`src/rtl/utf16_to_utf8_transcoder_top_defines.svh`:
```
// Assertion macros shared by the transcoder RTL files.
// Depends on nothing; files that check their own logic include this header.
`ifndef UTF16_TO_UTF8_TRANSCODER_TOP_DEFINES_SVH
`define UTF16_TO_UTF8_TRANSCODER_TOP_DEFINES_SVH

// The consequent must hold in the same cycle as the antecedent.
`define UTT_ASSERT_SAME(label, clk, rst, ante, cons, msg) \
   label: assert property (@(posedge clk) disable iff (rst) (ante) |-> (cons)) \
      else $error(msg);

// The consequent must hold in the cycle after the antecedent.
`define UTT_ASSERT_NEXT(label, clk, rst, ante, cons, msg) \
   label: assert property (@(posedge clk) disable iff (rst) (ante) |=> (cons)) \
      else $error(msg);

`endif

```
`src/rtl/utt_pkg.sv`:
```
// Package for the UTF-16 to UTF-8 transcoder: transaction payload types,
// the job record passed from front to back, and the UTF-8 encoding helpers.
package utt_pkg;

   typedef struct packed {
      logic [15:0] code_unit;
      logic        final_unit;
   } req_payload_type;

   typedef struct packed {
      logic [7:0] utf8_byte;
      logic       run_end;
      logic       string_end;
   } rsp_payload_type;

   typedef struct packed {
      logic        has_repl;
      logic        has_cp;
      logic [20:0] cp;
      logic        final_unit;
   } job_type;

   localparam logic [20:0] REPL_CP      = 21'h00FFFD;
   localparam logic [20:0] SUPP_BASE    = 21'h010000;
   localparam logic [15:0] HIGH_SUR_MIN = 16'hD800;
   localparam logic [15:0] HIGH_SUR_MAX = 16'hDBFF;
   localparam logic [15:0] LOW_SUR_MIN  = 16'hDC00;
   localparam logic [15:0] LOW_SUR_MAX  = 16'hDFFF;

   localparam logic [1:0] LEN_ONE   = 2'd0;
   localparam logic [1:0] LEN_TWO   = 2'd1;
   localparam logic [1:0] LEN_THREE = 2'd2;
   localparam logic [1:0] LEN_FOUR  = 2'd3;

   function automatic logic [1:0] utt_len_code(input logic [20:0] cp);
      logic [1:0] code;
      if (cp[20:7] == 14'd0) begin
         code = LEN_ONE;
      end else if (cp[20:11] == 10'd0) begin
         code = LEN_TWO;
      end else if (cp[20:16] == 5'd0) begin
         code = LEN_THREE;
      end else begin
         code = LEN_FOUR;
      end
      return code;
   endfunction

   function automatic logic [7:0] utt_byte(input logic [20:0] cp, input logic [1:0] len_code,
                                           input logic [1:0] idx);
      logic [7:0] b;
      b = 8'h00;
      case (len_code)
         LEN_ONE: begin
            b = {1'b0, cp[6:0]};
         end
         LEN_TWO: begin
            b = (idx == 2'd0) ? {3'b110, cp[10:6]} : {2'b10, cp[5:0]};
         end
         LEN_THREE: begin
            case (idx)
               2'd0:    b = {4'b1110, cp[15:12]};
               2'd1:    b = {2'b10, cp[11:6]};
               default: b = {2'b10, cp[5:0]};
            endcase
         end
         default: begin
            case (idx)
               2'd0:    b = {5'b11110, cp[20:18]};
               2'd1:    b = {2'b10, cp[17:12]};
               2'd2:    b = {2'b10, cp[11:6]};
               default: b = {2'b10, cp[5:0]};
            endcase
         end
      endcase
      return b;
   endfunction

endpackage

```
`src/rtl/utt_front.sv`:
```
// Front end of the transcoder: accepts code units, pairs surrogates and
// pushes one job per transaction that yields bytes. Depends on utt_pkg.
module utt_front
   import utt_pkg::*;
(
   input  logic            clock,
   input  logic            reset,
   input  logic            req_valid,
   output logic            req_stall,
   input  req_payload_type req_payload,
   input  logic            queue_full,
   output logic            push,
   output job_type         push_job
);

   logic       held_valid_ff, held_valid_in;
   logic [9:0] held_high_ff, held_high_in;
   logic       accept;
   logic       is_high, is_low;
   logic [15:0] unit;
   job_type    job;

   assign unit    = req_payload.code_unit;
   assign is_high = (unit >= HIGH_SUR_MIN) && (unit <= HIGH_SUR_MAX);
   assign is_low  = (unit >= LOW_SUR_MIN) && (unit <= LOW_SUR_MAX);

   assign req_stall = queue_full;
   assign accept    = req_valid && !queue_full;

   always_comb begin
      job.has_repl   = 1'b0;
      job.has_cp     = 1'b0;
      job.cp         = {5'd0, unit};
      job.final_unit = req_payload.final_unit;
      held_valid_in  = held_valid_ff;
      held_high_in   = held_high_ff;
      if (accept) begin
         held_valid_in = 1'b0;
         held_high_in  = 10'd0;
         if (held_valid_ff && is_low) begin
            job.has_cp = 1'b1;
            job.cp     = SUPP_BASE + {1'b0, held_high_ff, unit[9:0]};
         end else begin
            job.has_repl = held_valid_ff;
            if (is_high && !req_payload.final_unit) begin
               held_valid_in = 1'b1;
               held_high_in  = unit[9:0];
            end else if (is_high || is_low) begin
               job.has_cp = 1'b1;
               job.cp     = REPL_CP;
            end else begin
               job.has_cp = 1'b1;
            end
         end
      end
   end

   assign push     = accept && (job.has_repl || job.has_cp);
   assign push_job = job;

   always_ff @(posedge clock) begin
      if (reset) begin
         held_valid_ff <= 1'b0;
         held_high_ff  <= 10'd0;
      end else begin
         held_valid_ff <= held_valid_in;
         held_high_ff  <= held_high_in;
      end
   end

endmodule

```
`src/rtl/utt_queue.sv`:
```
// Job queue between the front and back ends of the transcoder.
// Register-based FIFO; depends on utt_pkg and the assertion macro header.
`include "utf16_to_utf8_transcoder_top_defines.svh"
module utt_queue
   import utt_pkg::*;
#(
   parameter int DEPTH = 4
) (
   input  logic    clock,
   input  logic    reset,
   input  logic    push,
   input  job_type push_job,
   input  logic    pop,
   output logic    full,
   output logic    not_empty,
   output job_type head
);

   localparam int PTR_W = (DEPTH > 1) ? $clog2(DEPTH) : 1;
   localparam int CNT_W = $clog2(DEPTH + 1);

   job_type           slots_ff [DEPTH];
   logic [PTR_W-1:0]  wr_ptr_ff, wr_ptr_in;
   logic [PTR_W-1:0]  rd_ptr_ff, rd_ptr_in;
   logic [CNT_W-1:0]  count_ff, count_in;

   assign full      = (count_ff == CNT_W'(DEPTH));
   assign not_empty = (count_ff != '0);
   assign head      = slots_ff[rd_ptr_ff];

   always_comb begin
      wr_ptr_in = wr_ptr_ff;
      rd_ptr_in = rd_ptr_ff;
      count_in  = count_ff;
      if (push) begin
         wr_ptr_in = (wr_ptr_ff == PTR_W'(DEPTH - 1)) ? '0 : wr_ptr_ff + 1'b1;
      end
      if (pop) begin
         rd_ptr_in = (rd_ptr_ff == PTR_W'(DEPTH - 1)) ? '0 : rd_ptr_ff + 1'b1;
      end
      if (push && !pop) begin
         count_in = count_ff + 1'b1;
      end else if (pop && !push) begin
         count_in = count_ff - 1'b1;
      end
   end

   always_ff @(posedge clock) begin
      if (reset) begin
         wr_ptr_ff <= '0;
         rd_ptr_ff <= '0;
         count_ff  <= '0;
      end else begin
         wr_ptr_ff <= wr_ptr_in;
         rd_ptr_ff <= rd_ptr_in;
         count_ff  <= count_in;
      end
   end

   always_ff @(posedge clock) begin
      if (push) begin
         slots_ff[wr_ptr_ff] <= push_job;
      end
   end

   `UTT_ASSERT_SAME(a_no_overflow, clock, reset, push, !full, "Push into a full job queue.")
   `UTT_ASSERT_SAME(a_no_underflow, clock, reset, pop, not_empty, "Pop from an empty job queue.")
   `UTT_ASSERT_SAME(a_count_bound, clock, reset, 1'b1, count_ff <= CNT_W'(DEPTH), "Queue count out of range.")
   `UTT_ASSERT_SAME(a_ptr_agree, clock, reset, count_ff == '0, wr_ptr_ff == rd_ptr_ff, "Empty queue with unequal pointers.")

endmodule

```
`src/rtl/utt_back.sv`:
```
// Back end of the transcoder: takes jobs from the queue and serializes
// their UTF-8 bytes into the output register. Depends on utt_pkg and macros.
`include "utf16_to_utf8_transcoder_top_defines.svh"
module utt_back
   import utt_pkg::*;
(
   input  logic            clock,
   input  logic            reset,
   input  logic            head_valid,
   input  job_type         head,
   output logic            pop,
   output logic            rsp_valid,
   input  logic            rsp_stall,
   output rsp_payload_type rsp_payload
);

   localparam logic PHASE_REPL = 1'b0;
   localparam logic PHASE_CP   = 1'b1;

   logic            cur_valid_ff, cur_valid_in;
   job_type         cur_ff, cur_in;
   logic            phase_ff, phase_in;
   logic [1:0]      idx_ff, idx_in;
   logic            rsp_valid_ff, rsp_valid_in;
   rsp_payload_type rsp_payload_ff, rsp_payload_in;
   logic            out_ready, emit, phase_last, job_last;
   logic [1:0]      cp_len;
   logic [7:0]      next_byte;

   assign out_ready = !rsp_valid_ff || !rsp_stall;
   assign emit      = cur_valid_ff && out_ready;
   assign cp_len    = utt_len_code(cur_ff.cp);

   always_comb begin
      if (phase_ff == PHASE_REPL) begin
         next_byte  = utt_byte(REPL_CP, LEN_THREE, idx_ff);
         phase_last = (idx_ff == LEN_THREE);
         job_last   = phase_last && !cur_ff.has_cp;
      end else begin
         next_byte  = utt_byte(cur_ff.cp, cp_len, idx_ff);
         phase_last = (idx_ff == cp_len);
         job_last   = phase_last;
      end
   end

   assign pop = head_valid && (!cur_valid_ff || (emit && job_last));

   always_comb begin
      cur_valid_in   = cur_valid_ff;
      cur_in         = cur_ff;
      phase_in       = phase_ff;
      idx_in         = idx_ff;
      rsp_valid_in   = rsp_valid_ff;
      rsp_payload_in = rsp_payload_ff;
      if (out_ready) begin
         rsp_valid_in = 1'b0;
      end
      if (emit) begin
         rsp_valid_in              = 1'b1;
         rsp_payload_in.utf8_byte  = next_byte;
         rsp_payload_in.run_end    = job_last;
         rsp_payload_in.string_end = job_last && cur_ff.final_unit;
         if (phase_last) begin
            phase_in = PHASE_CP;
            idx_in   = 2'd0;
         end else begin
            idx_in = idx_ff + 2'd1;
         end
         if (job_last) begin
            cur_valid_in = 1'b0;
         end
      end
      if (pop) begin
         cur_valid_in = 1'b1;
         cur_in       = head;
         phase_in     = head.has_repl ? PHASE_REPL : PHASE_CP;
         idx_in       = 2'd0;
      end
   end

   always_ff @(posedge clock) begin
      if (reset) begin
         cur_valid_ff <= 1'b0;
         rsp_valid_ff <= 1'b0;
         phase_ff     <= PHASE_REPL;
         idx_ff       <= 2'd0;
      end else begin
         cur_valid_ff <= cur_valid_in;
         rsp_valid_ff <= rsp_valid_in;
         phase_ff     <= phase_in;
         idx_ff       <= idx_in;
      end
   end

   always_ff @(posedge clock) begin
      cur_ff         <= cur_in;
      rsp_payload_ff <= rsp_payload_in;
   end

   assign rsp_valid   = rsp_valid_ff;
   assign rsp_payload = rsp_payload_ff;

   `UTT_ASSERT_SAME(a_job_nonempty, clock, reset, cur_valid_ff, cur_ff.has_repl || cur_ff.has_cp, "Active job produces no bytes.")
   `UTT_ASSERT_SAME(a_cp_phase, clock, reset, cur_valid_ff && phase_ff == PHASE_CP, cur_ff.has_cp, "Code point phase without a code point.")
   `UTT_ASSERT_SAME(a_string_end, clock, reset, rsp_valid_ff && rsp_payload_ff.string_end, rsp_payload_ff.run_end, "String end without run end.")

endmodule

```
`src/rtl/utf16_to_utf8_transcoder_top.sv`:
```
// Top level of the UTF-16 to UTF-8 transcoder: front end, job queue and
// back end. Depends on utt_pkg, utt_front, utt_queue and utt_back.
//
// Each request transaction carries one UTF-16 code unit; each response
// transaction carries one UTF-8 byte, with run_end on the last byte caused by
// a request and string_end on the last byte of a string. The front end takes
// one request per cycle while the job queue has room, pairing surrogates and
// turning unpaired ones into U+FFFD; a request that opens a pair yields no
// bytes. The back end serializes one byte per cycle while the output is not
// stalled; a request produces zero to six bytes, one to three for typical
// text. The byte serializer sets the sustained rate; the job queue of
// QUEUE_DEPTH entries absorbs short bursts. The first byte of a request passes
// through a queue slot, the current job register and the output register.
module utf16_to_utf8_transcoder_top
   import utt_pkg::*;
#(
   parameter int QUEUE_DEPTH = 4
) (
   input  logic            clock,
   input  logic            reset,
   input  logic            req_valid,
   output logic            req_stall,
   input  req_payload_type req_payload,
   output logic            rsp_valid,
   input  logic            rsp_stall,
   output rsp_payload_type rsp_payload
);

   logic    push, pop, queue_full, queue_not_empty;
   job_type push_job, head_job;

   utt_front u_front (
      .clock       (clock),
      .reset       (reset),
      .req_valid   (req_valid),
      .req_stall   (req_stall),
      .req_payload (req_payload),
      .queue_full  (queue_full),
      .push        (push),
      .push_job    (push_job)
   );

   utt_queue #(
      .DEPTH (QUEUE_DEPTH)
   ) u_queue (
      .clock     (clock),
      .reset     (reset),
      .push      (push),
      .push_job  (push_job),
      .pop       (pop),
      .full      (queue_full),
      .not_empty (queue_not_empty),
      .head      (head_job)
   );

   utt_back u_back (
      .clock       (clock),
      .reset       (reset),
      .head_valid  (queue_not_empty),
      .head        (head_job),
      .pop         (pop),
      .rsp_valid   (rsp_valid),
      .rsp_stall   (rsp_stall),
      .rsp_payload (rsp_payload)
   );

endmodule
```
`config.mk`:
```
export PLATFORM = sky130hd
export DESIGN_NAME = utf16_to_utf8_transcoder_top
export DESIGN_NICKNAME = d
export VERILOG_FILES = /design/src/rtl/utt_pkg.sv /design/src/rtl/utt_front.sv /design/src/rtl/utt_queue.sv /design/src/rtl/utt_back.sv /design/src/rtl/utf16_to_utf8_transcoder_top.sv
export VERILOG_INCLUDE_DIRS = /design/src /design/src/rtl
export SDC_FILE = /design/constraint.sdc
export NUM_CORES = 1
export LEC_CHECK = 0
export ABC_AREA = 1
export ABC_CLOCK_PERIOD_IN_PS = 2580
export BUFFER_PORTS_ARGS = -buffer_cell sky130_fd_sc_hd__buf_2
export CAP_MARGIN = 20
export CORE_ASPECT_RATIO = 0.7
export CORE_MARGIN = 10
export CORE_UTILIZATION = 55
export DETAILED_ROUTE_END_ITERATION = 8
export PLACE_DENSITY = 0.78
export SETUP_SLACK_MARGIN = 0.1
export SYNTH_ARGS = -nofsm -noshare
export SYNTH_HDL_FRONTEND = slang
export SYNTH_SLANG_ARGS = --single-unit
```
`constraint.sdc`:
```
create_clock -name clock -period 2.58 [get_ports clock]
set_input_delay 0.516 -clock clock [delete_from_list [all_inputs] [get_ports clock]]
set_output_delay 0.516 -clock clock [all_outputs]
set_load 0.05 [all_outputs]
```
After elaboration in Yosys (flattened, before gate mapping)
Memory sizes are Yosys's and may differ from the RTL's. A register that Yosys moved wholly into a read port is not among the register bits.
Index checks and enable logic that the tools add are counted.
Widths: inputs -> output; s select.
Word-level totals
  memories: 1
  register bits after elaboration: 56
  output and inout port bits: 12
  bits in writable memories: 96
Operators by class
  multiplexer cells: 38
  reduce and logical (&&, ||, !) cells: 39
  equality and inequality tests: 8
  add/sub/neg operators: 6
  order comparisons: 4
Memory list
  u_queue.slots_ff: words 4, width 24, rd ports 1, clocked after Yosys merged registers in 1, wr ports 1, line utt_queue.sv:22  | job_type slots_ff [DEPTH];
Operators by type and width (count)
  $mux 22: 2
  $ge 16x16->1 const B: 2
  $le 16x16->1 const B: 2
  $pmux 7 s2: 2
  $pmux 8 s3: 1
  $mux 23: 1
  $add 17x20->21 const A: 1
  $pmux 7 s3: 1
  $mux 10: 2
  $mux 1: 17
  $mux 16: 1
  $logic_not 14->1: 1
  $mux 2: 7
  $logic_and 1x1->1: 13
  $logic_not 10->1: 1
  $reduce_bool 2->1: 5
  $eq 2x2->1 const B: 4
  $logic_not 1->1: 8
  $mux 8: 1
  $mux 7: 1
  $add 2x1->2 const B: 3
  $mux 3: 2
  $logic_not 5->1: 1
  $eq 2x1->1 const B: 2
  9 further kinds: 14

Longest topological paths before layout
  depth after elaboration: 13
  gate-level depth with buffers: 20

Hierarchy
Synthesis repeated with hierarchy kept, for this count alone.
Second synthesis, totals
  cell total of the unflattened synthesis: 621
  area total of the unflattened synthesis: 6922.9 sq um
By module, submodules not included
  utt_queue: cells an instance 292, area an instance 4186.5 sq um, times used 1
  utt_back: cells an instance 192, area an instance 1921.8 sq um, times used 1
  utt_front: cells an instance 137, area an instance 814.5 sq um, times used 1

Least setup slack after synthesis
No wires, ideal clock.
  kind: input port to flip-flop
  from: input port req_payload[14] (netlist name)
  to: memory u_queue.slots_ff[0][0] (netlist name) (enable)
  data required time: 2175 ps
  cell stages on the path: 9
  path buffers: 0
  path slack: -73 ps
  arrival time: 2248 ps
  cells stage by stage: inv_1 > nand2_1 > nor2_1 > nand3_1 > nand4_1 > nand2_1 > inv_2 > nor2_4 > nor2_1
RTL lines
  start: declaration: line utf16_to_utf8_transcoder_top.sv:23  | input req_payload_type req_payload,
  end: declaration: line utt_queue.sv:22

Final worst setup path
  from: register u_back.cur_ff[14] (netlist name)
  to: register u_queue.count_ff[1]
On the way
  longest elaborated chain between the ends: 11
  elaborated cells between the ends (all ways): 14
RTL lines
  start: declaration: line utt_back.sv:21  | job_type cur_ff, cur_in;
  start signal: assignment: line utt_back.sv:96  | cur_ff <= cur_in;
  $logic_not 10->1: line utt_pkg.sv:39  | end else if (cp[20:11] == 10'd0) begin
  $mux 2: line utt_pkg.sv:39
  $mux 2 *: line utt_pkg.sv:37  | if (cp[20:7] == 14'd0) begin
  $eq 2x2->1 *: line utt_back.sv:41  | phase_last = (idx_ff == cp_len);
  $mux 1 *: line utt_back.sv:35  | if (phase_ff == PHASE_REPL) begin
  $logic_and 1x1->1 *: line utt_back.sv:46  | assign pop = head_valid && (!cur_valid_ff || (emit && job_last));
  $logic_or 1x1->1 *: line utt_back.sv:46
  $logic_and 1x1->1 *: line utt_back.sv:46
  $logic_not 1->1 *: line utt_queue.sv:41  | if (push && !pop) begin
  $logic_and 1x1->1 *: line utt_queue.sv:41
  $mux 3 *: line utt_queue.sv:41
  net u_queue.count_in[1]: line utt_queue.sv:25  | logic [CNT_W-1:0] count_ff, count_in;
  end signal: assignment: line utt_queue.sv:56  | count_ff <= count_in;
  end: declaration: line utt_queue.sv:25
Mark *: on every way through the listed nets, which the timed path passes. The rest lies on a longest branch.
A chain may end at the register's enable or synchronous reset.

==> impl_results.md <==
- Post-route setup slack: 0.179 ns
- First-pass GRT wire length: 23600 µm
- CP max FO: 3
- Count of different cell masters after synthesis: 39
- Yosys top cell by area: edfxtp_1
- Fillers: 894
- Std cell rows: 33
- Levels on crit path: 17
- Grt met2 use: 26.9%
- CP max stage delay: 0.43 ns
- Avg Vias per Cell: 5.60
- Mapped Cells: 608
- Register bit total from synthesis: 154
- Combined area of the multi-input logic cells: 1940 µm²
- Slew Limit Fails: 0
- Synth top area share: 58.7%
- HPWL after DPL: 9970 µm
- Fmax: 417 MHz
- Nature of the critical path endpoint: flop
- Grt ovf: 0
- Status: complete, no violations
- Final wirelength: 14800 µm
- Worst r2r src: u_back.cur_ff[14]
- Unrepaired setup endpoints after global routing: true
- Worst flop-to-flop path endpoint: u_queue.count_ff[1]
- Setup-failing EPs final: 0
- Die Width: 151 µm
- Post-Place Setup Slack: 0.0469 ns
- HP Class: in -> reg
- Initial antenna violation count: 0
- Layout cells sized above 1: 19.0%
- First-pass DRT Iterations: 5
- Critical Path Start: u_back.cur_ff[14]
- CTS root buffer: clkbuf_16
- Ports: 33
- Pin count of the biggest net entering global routing: 49
- DRT antenna net count: 0
- Worst R2R Path Depth: 17
- DRT iter0 DRCs: 415
- Min Clock Period, post-route: 2.40 ns
- Number of global-route vias before repair: 4682
- WP data required: 2.89 ns
- Worst-Margin Slew: 0.575 ns
- Global placement routability congestion: 0.899
- DRC viols: 0
- Antenna cells: 0
- Final Hold Viols: 0
- Hold-fix buffers, CTS: 0
- VDD IR-drop max: 0.618 mV
- Post-synthesis sequential area ratio: 66.3%
- Met3 Usage GRT: 5.18%
- Clock transition at path regs: 0.06 ns
- Worst path cell trace: nor2_2, nand2_1, nor2_4, nand2_2, nand2_2, nand2_2, inv_2, nand3_2, nand2_2, nand3_2, nand2_4, nand2_4, ha_4, inv_4, fa_2, o21ai_1, a21oi_1
- Worst Setup EP: u_queue.count_ff[1]
- Ranking of synthesized cells by area: edfxtp_1 59%, dfxtp_1 7.6%, o21ai_0 5.4%
- Power Total: 8740 µW
- Layout Skew: 0.00987 ns
- Cts bufs inserted: 17
- Max_slew headroom: 61.6%
- Slowest cell on crit path: edfxtp_1
- Crit Path Class: reg -> reg
- Power per cell area: 1120 nW/µm²
- Bufs and invs on worst path: 2
- Clk sink count: 154
- Core footprint: 11700 µm²
- Cell family with most CP delay: simple AND/OR/NAND/NOR gates
- Clk_lat worst skew: 0.42 ns
- R2R setup slack: 0.18 ns
- Syn avg cell area: 10.9 µm²
- GRT Total Usage: 17.7%
- Die Ht: 112 µm
- Number of nets in the layout: 710
- Count of input and output buffers: 32
- Clk buf depth: 2
- Met1 Track Usage GR: 23.9%
- Most used cell, CP: nand2_2
- Pleak: 0.00296 µW
- WL/cell: 17.5 µm
- Period utilization: 93.0%
- Register area: 4370 µm²
- CTS tree: built
- Top_reg_cell synth: edfxtp_1
- Worst setup SP type: flop
- Synthesized cell area: 6600 µm²
- H-tree depth: 4
- Ys async rst share: 0%
- Most used routing layer: met2
- Die area: 16900 µm²
- Initial cell density of the core: 56.3%
- Max Cap Viol: 0
- YS warnings: 0
- Number of flops mapped to enable cells by yosys: 129
- Area grow syn2layout: 18.5%
- Synthesized Nets: 642
- Critical path arrival: 2.71 ns
- Routed via count: 4737
-- synthesized netlist by cell type (2+ instances only) --
master and number:
o211ai_1 3, edfxtp_1 129, nor2_1 92, o21ai_0 71
o2111ai_1 2, o22ai_1 26, dfxtp_1 25, inv_1 65
nand4_1 2, nand3_2 2, a22oi_1 3, nand3_1 12
nor2_2 3, ha_1 12, a22o_1 2, a221oi_1 3
inv_2 2, nand2_2 3, buf_2 2, a21oi_1 28
clkbuf_1 19, nand2_4 2, o21a_1 3, nor2_4 2
nand2_1 79, o221ai_1 3
-- metal layers --
| layer | vias up | share of wire (%) |
|---|---|---|
| li1 | 2256 | - |
| met1 | 2268 | 45 |
| met2 | 190 | 46 |
| met3 | 23 | 7.9 |
| met4 | 0 | 1.4 |
| met5 | - | 0 |
-- sequential cells by signal, indices dropped and copies added, names as in the netlist, 2 cells and up, named ones only --
name,cells
u_back.cur_ff,23
u_back.idx_ff,2
u_back.rsp_payload,10
u_front.held_high_ff,10
u_queue.count_ff,3
u_queue.rd_ptr_ff,2
u_queue.slots_ff,96
u_queue.wr_ptr_ff,2
-- logic make-up after synthesis --
family	synth area share, %
compound gates	13.1
xor+xnor	0.133
fa+ha+maj	2.58
buf+inv	5.10
flops	66.3
simple gates	12.8
-- power breakdown --
group | total [µW] | switching [µW] | internal (µW)
registers | 3660 | 274 | 3390
clock network | 2380 | 1030 | 1350
logic | 2700 | 1790 | 916
total | 8740 | 3090 | 5660
-- per-stage QoR --
step | instances | utilization [%] | TNS (ns) | area [µm²] | hold WS, ns
floorplan | 608 | - | -7.00 | 6600 | 0.446
global placement | 805 | 61.0 | 0 | 7150 | 0.456
detailed placement | 805 | 61.0 | 0 | 7150 | 0.460
CTS | 844 | 66.3 | 0 | 7770 | 0.336
global route | 846 | 66.7 | -0.00254 | 7830 | 0.341
finish | 846 | 66.7 | 0 | 7830 | 0.336
-- repair_timing --
item                                    CTS  global route
resized for setup                         1            13
endpoints found under the setup margin    1             2
pin swaps                                 2            11
setup buffers                             7             2
-- worst min path at each step --
| stage | from | to | slack (ns) | cells past startpoint |
|---|---|---|---|---|
| 2_1_floorplan | u_front.held_high_ff[2] | u_front.held_high_ff[2] | 0.45 | 2 |
| 3_3_place_gp | u_front.held_high_ff[1] | u_front.held_high_ff[1] | 0.46 | 2 |
| 3_5_place_dp | u_front.held_high_ff[4] | u_front.held_high_ff[4] | 0.46 | 2 |
| 4_1_cts | req_payload[0] | u_queue.slots_ff[1][0] | 0.34 | 1 |
| 5_1_grt | req_payload[0] | u_queue.slots_ff[3][0] | 0.34 | 1 |
| 6_report | req_payload[0] | u_queue.slots_ff[1][0] | 0.34 | 1 |
-- final cells by class --
type	count	area share, %
inverters	68	3.29
flip-flops and latches	154	55.9
clock inverters	14	1.74
clock buffers	18	5.48
repair buffers	70	6.33
well taps	157	2.51
multi-input cells	365	24.7
-- cells in the final DEF (no fill, tap or decap), types with 4 or more instances in the layout --
master     instances
dfxtp_1           25
nor2_1            87
buf_2             32
nand2_1           76
buf_4             34
edfxtp_1         129
buf_12             4
nand3_1           11
nor2_2             7
clkinv_4           4
ha_1              11
nand2_2            6
inv_6              5
a21oi_1           28
o22ai_1           26
inv_1             64
clkbuf_16         17
o21ai_0           69
Power figures use the tool's default switching activity.
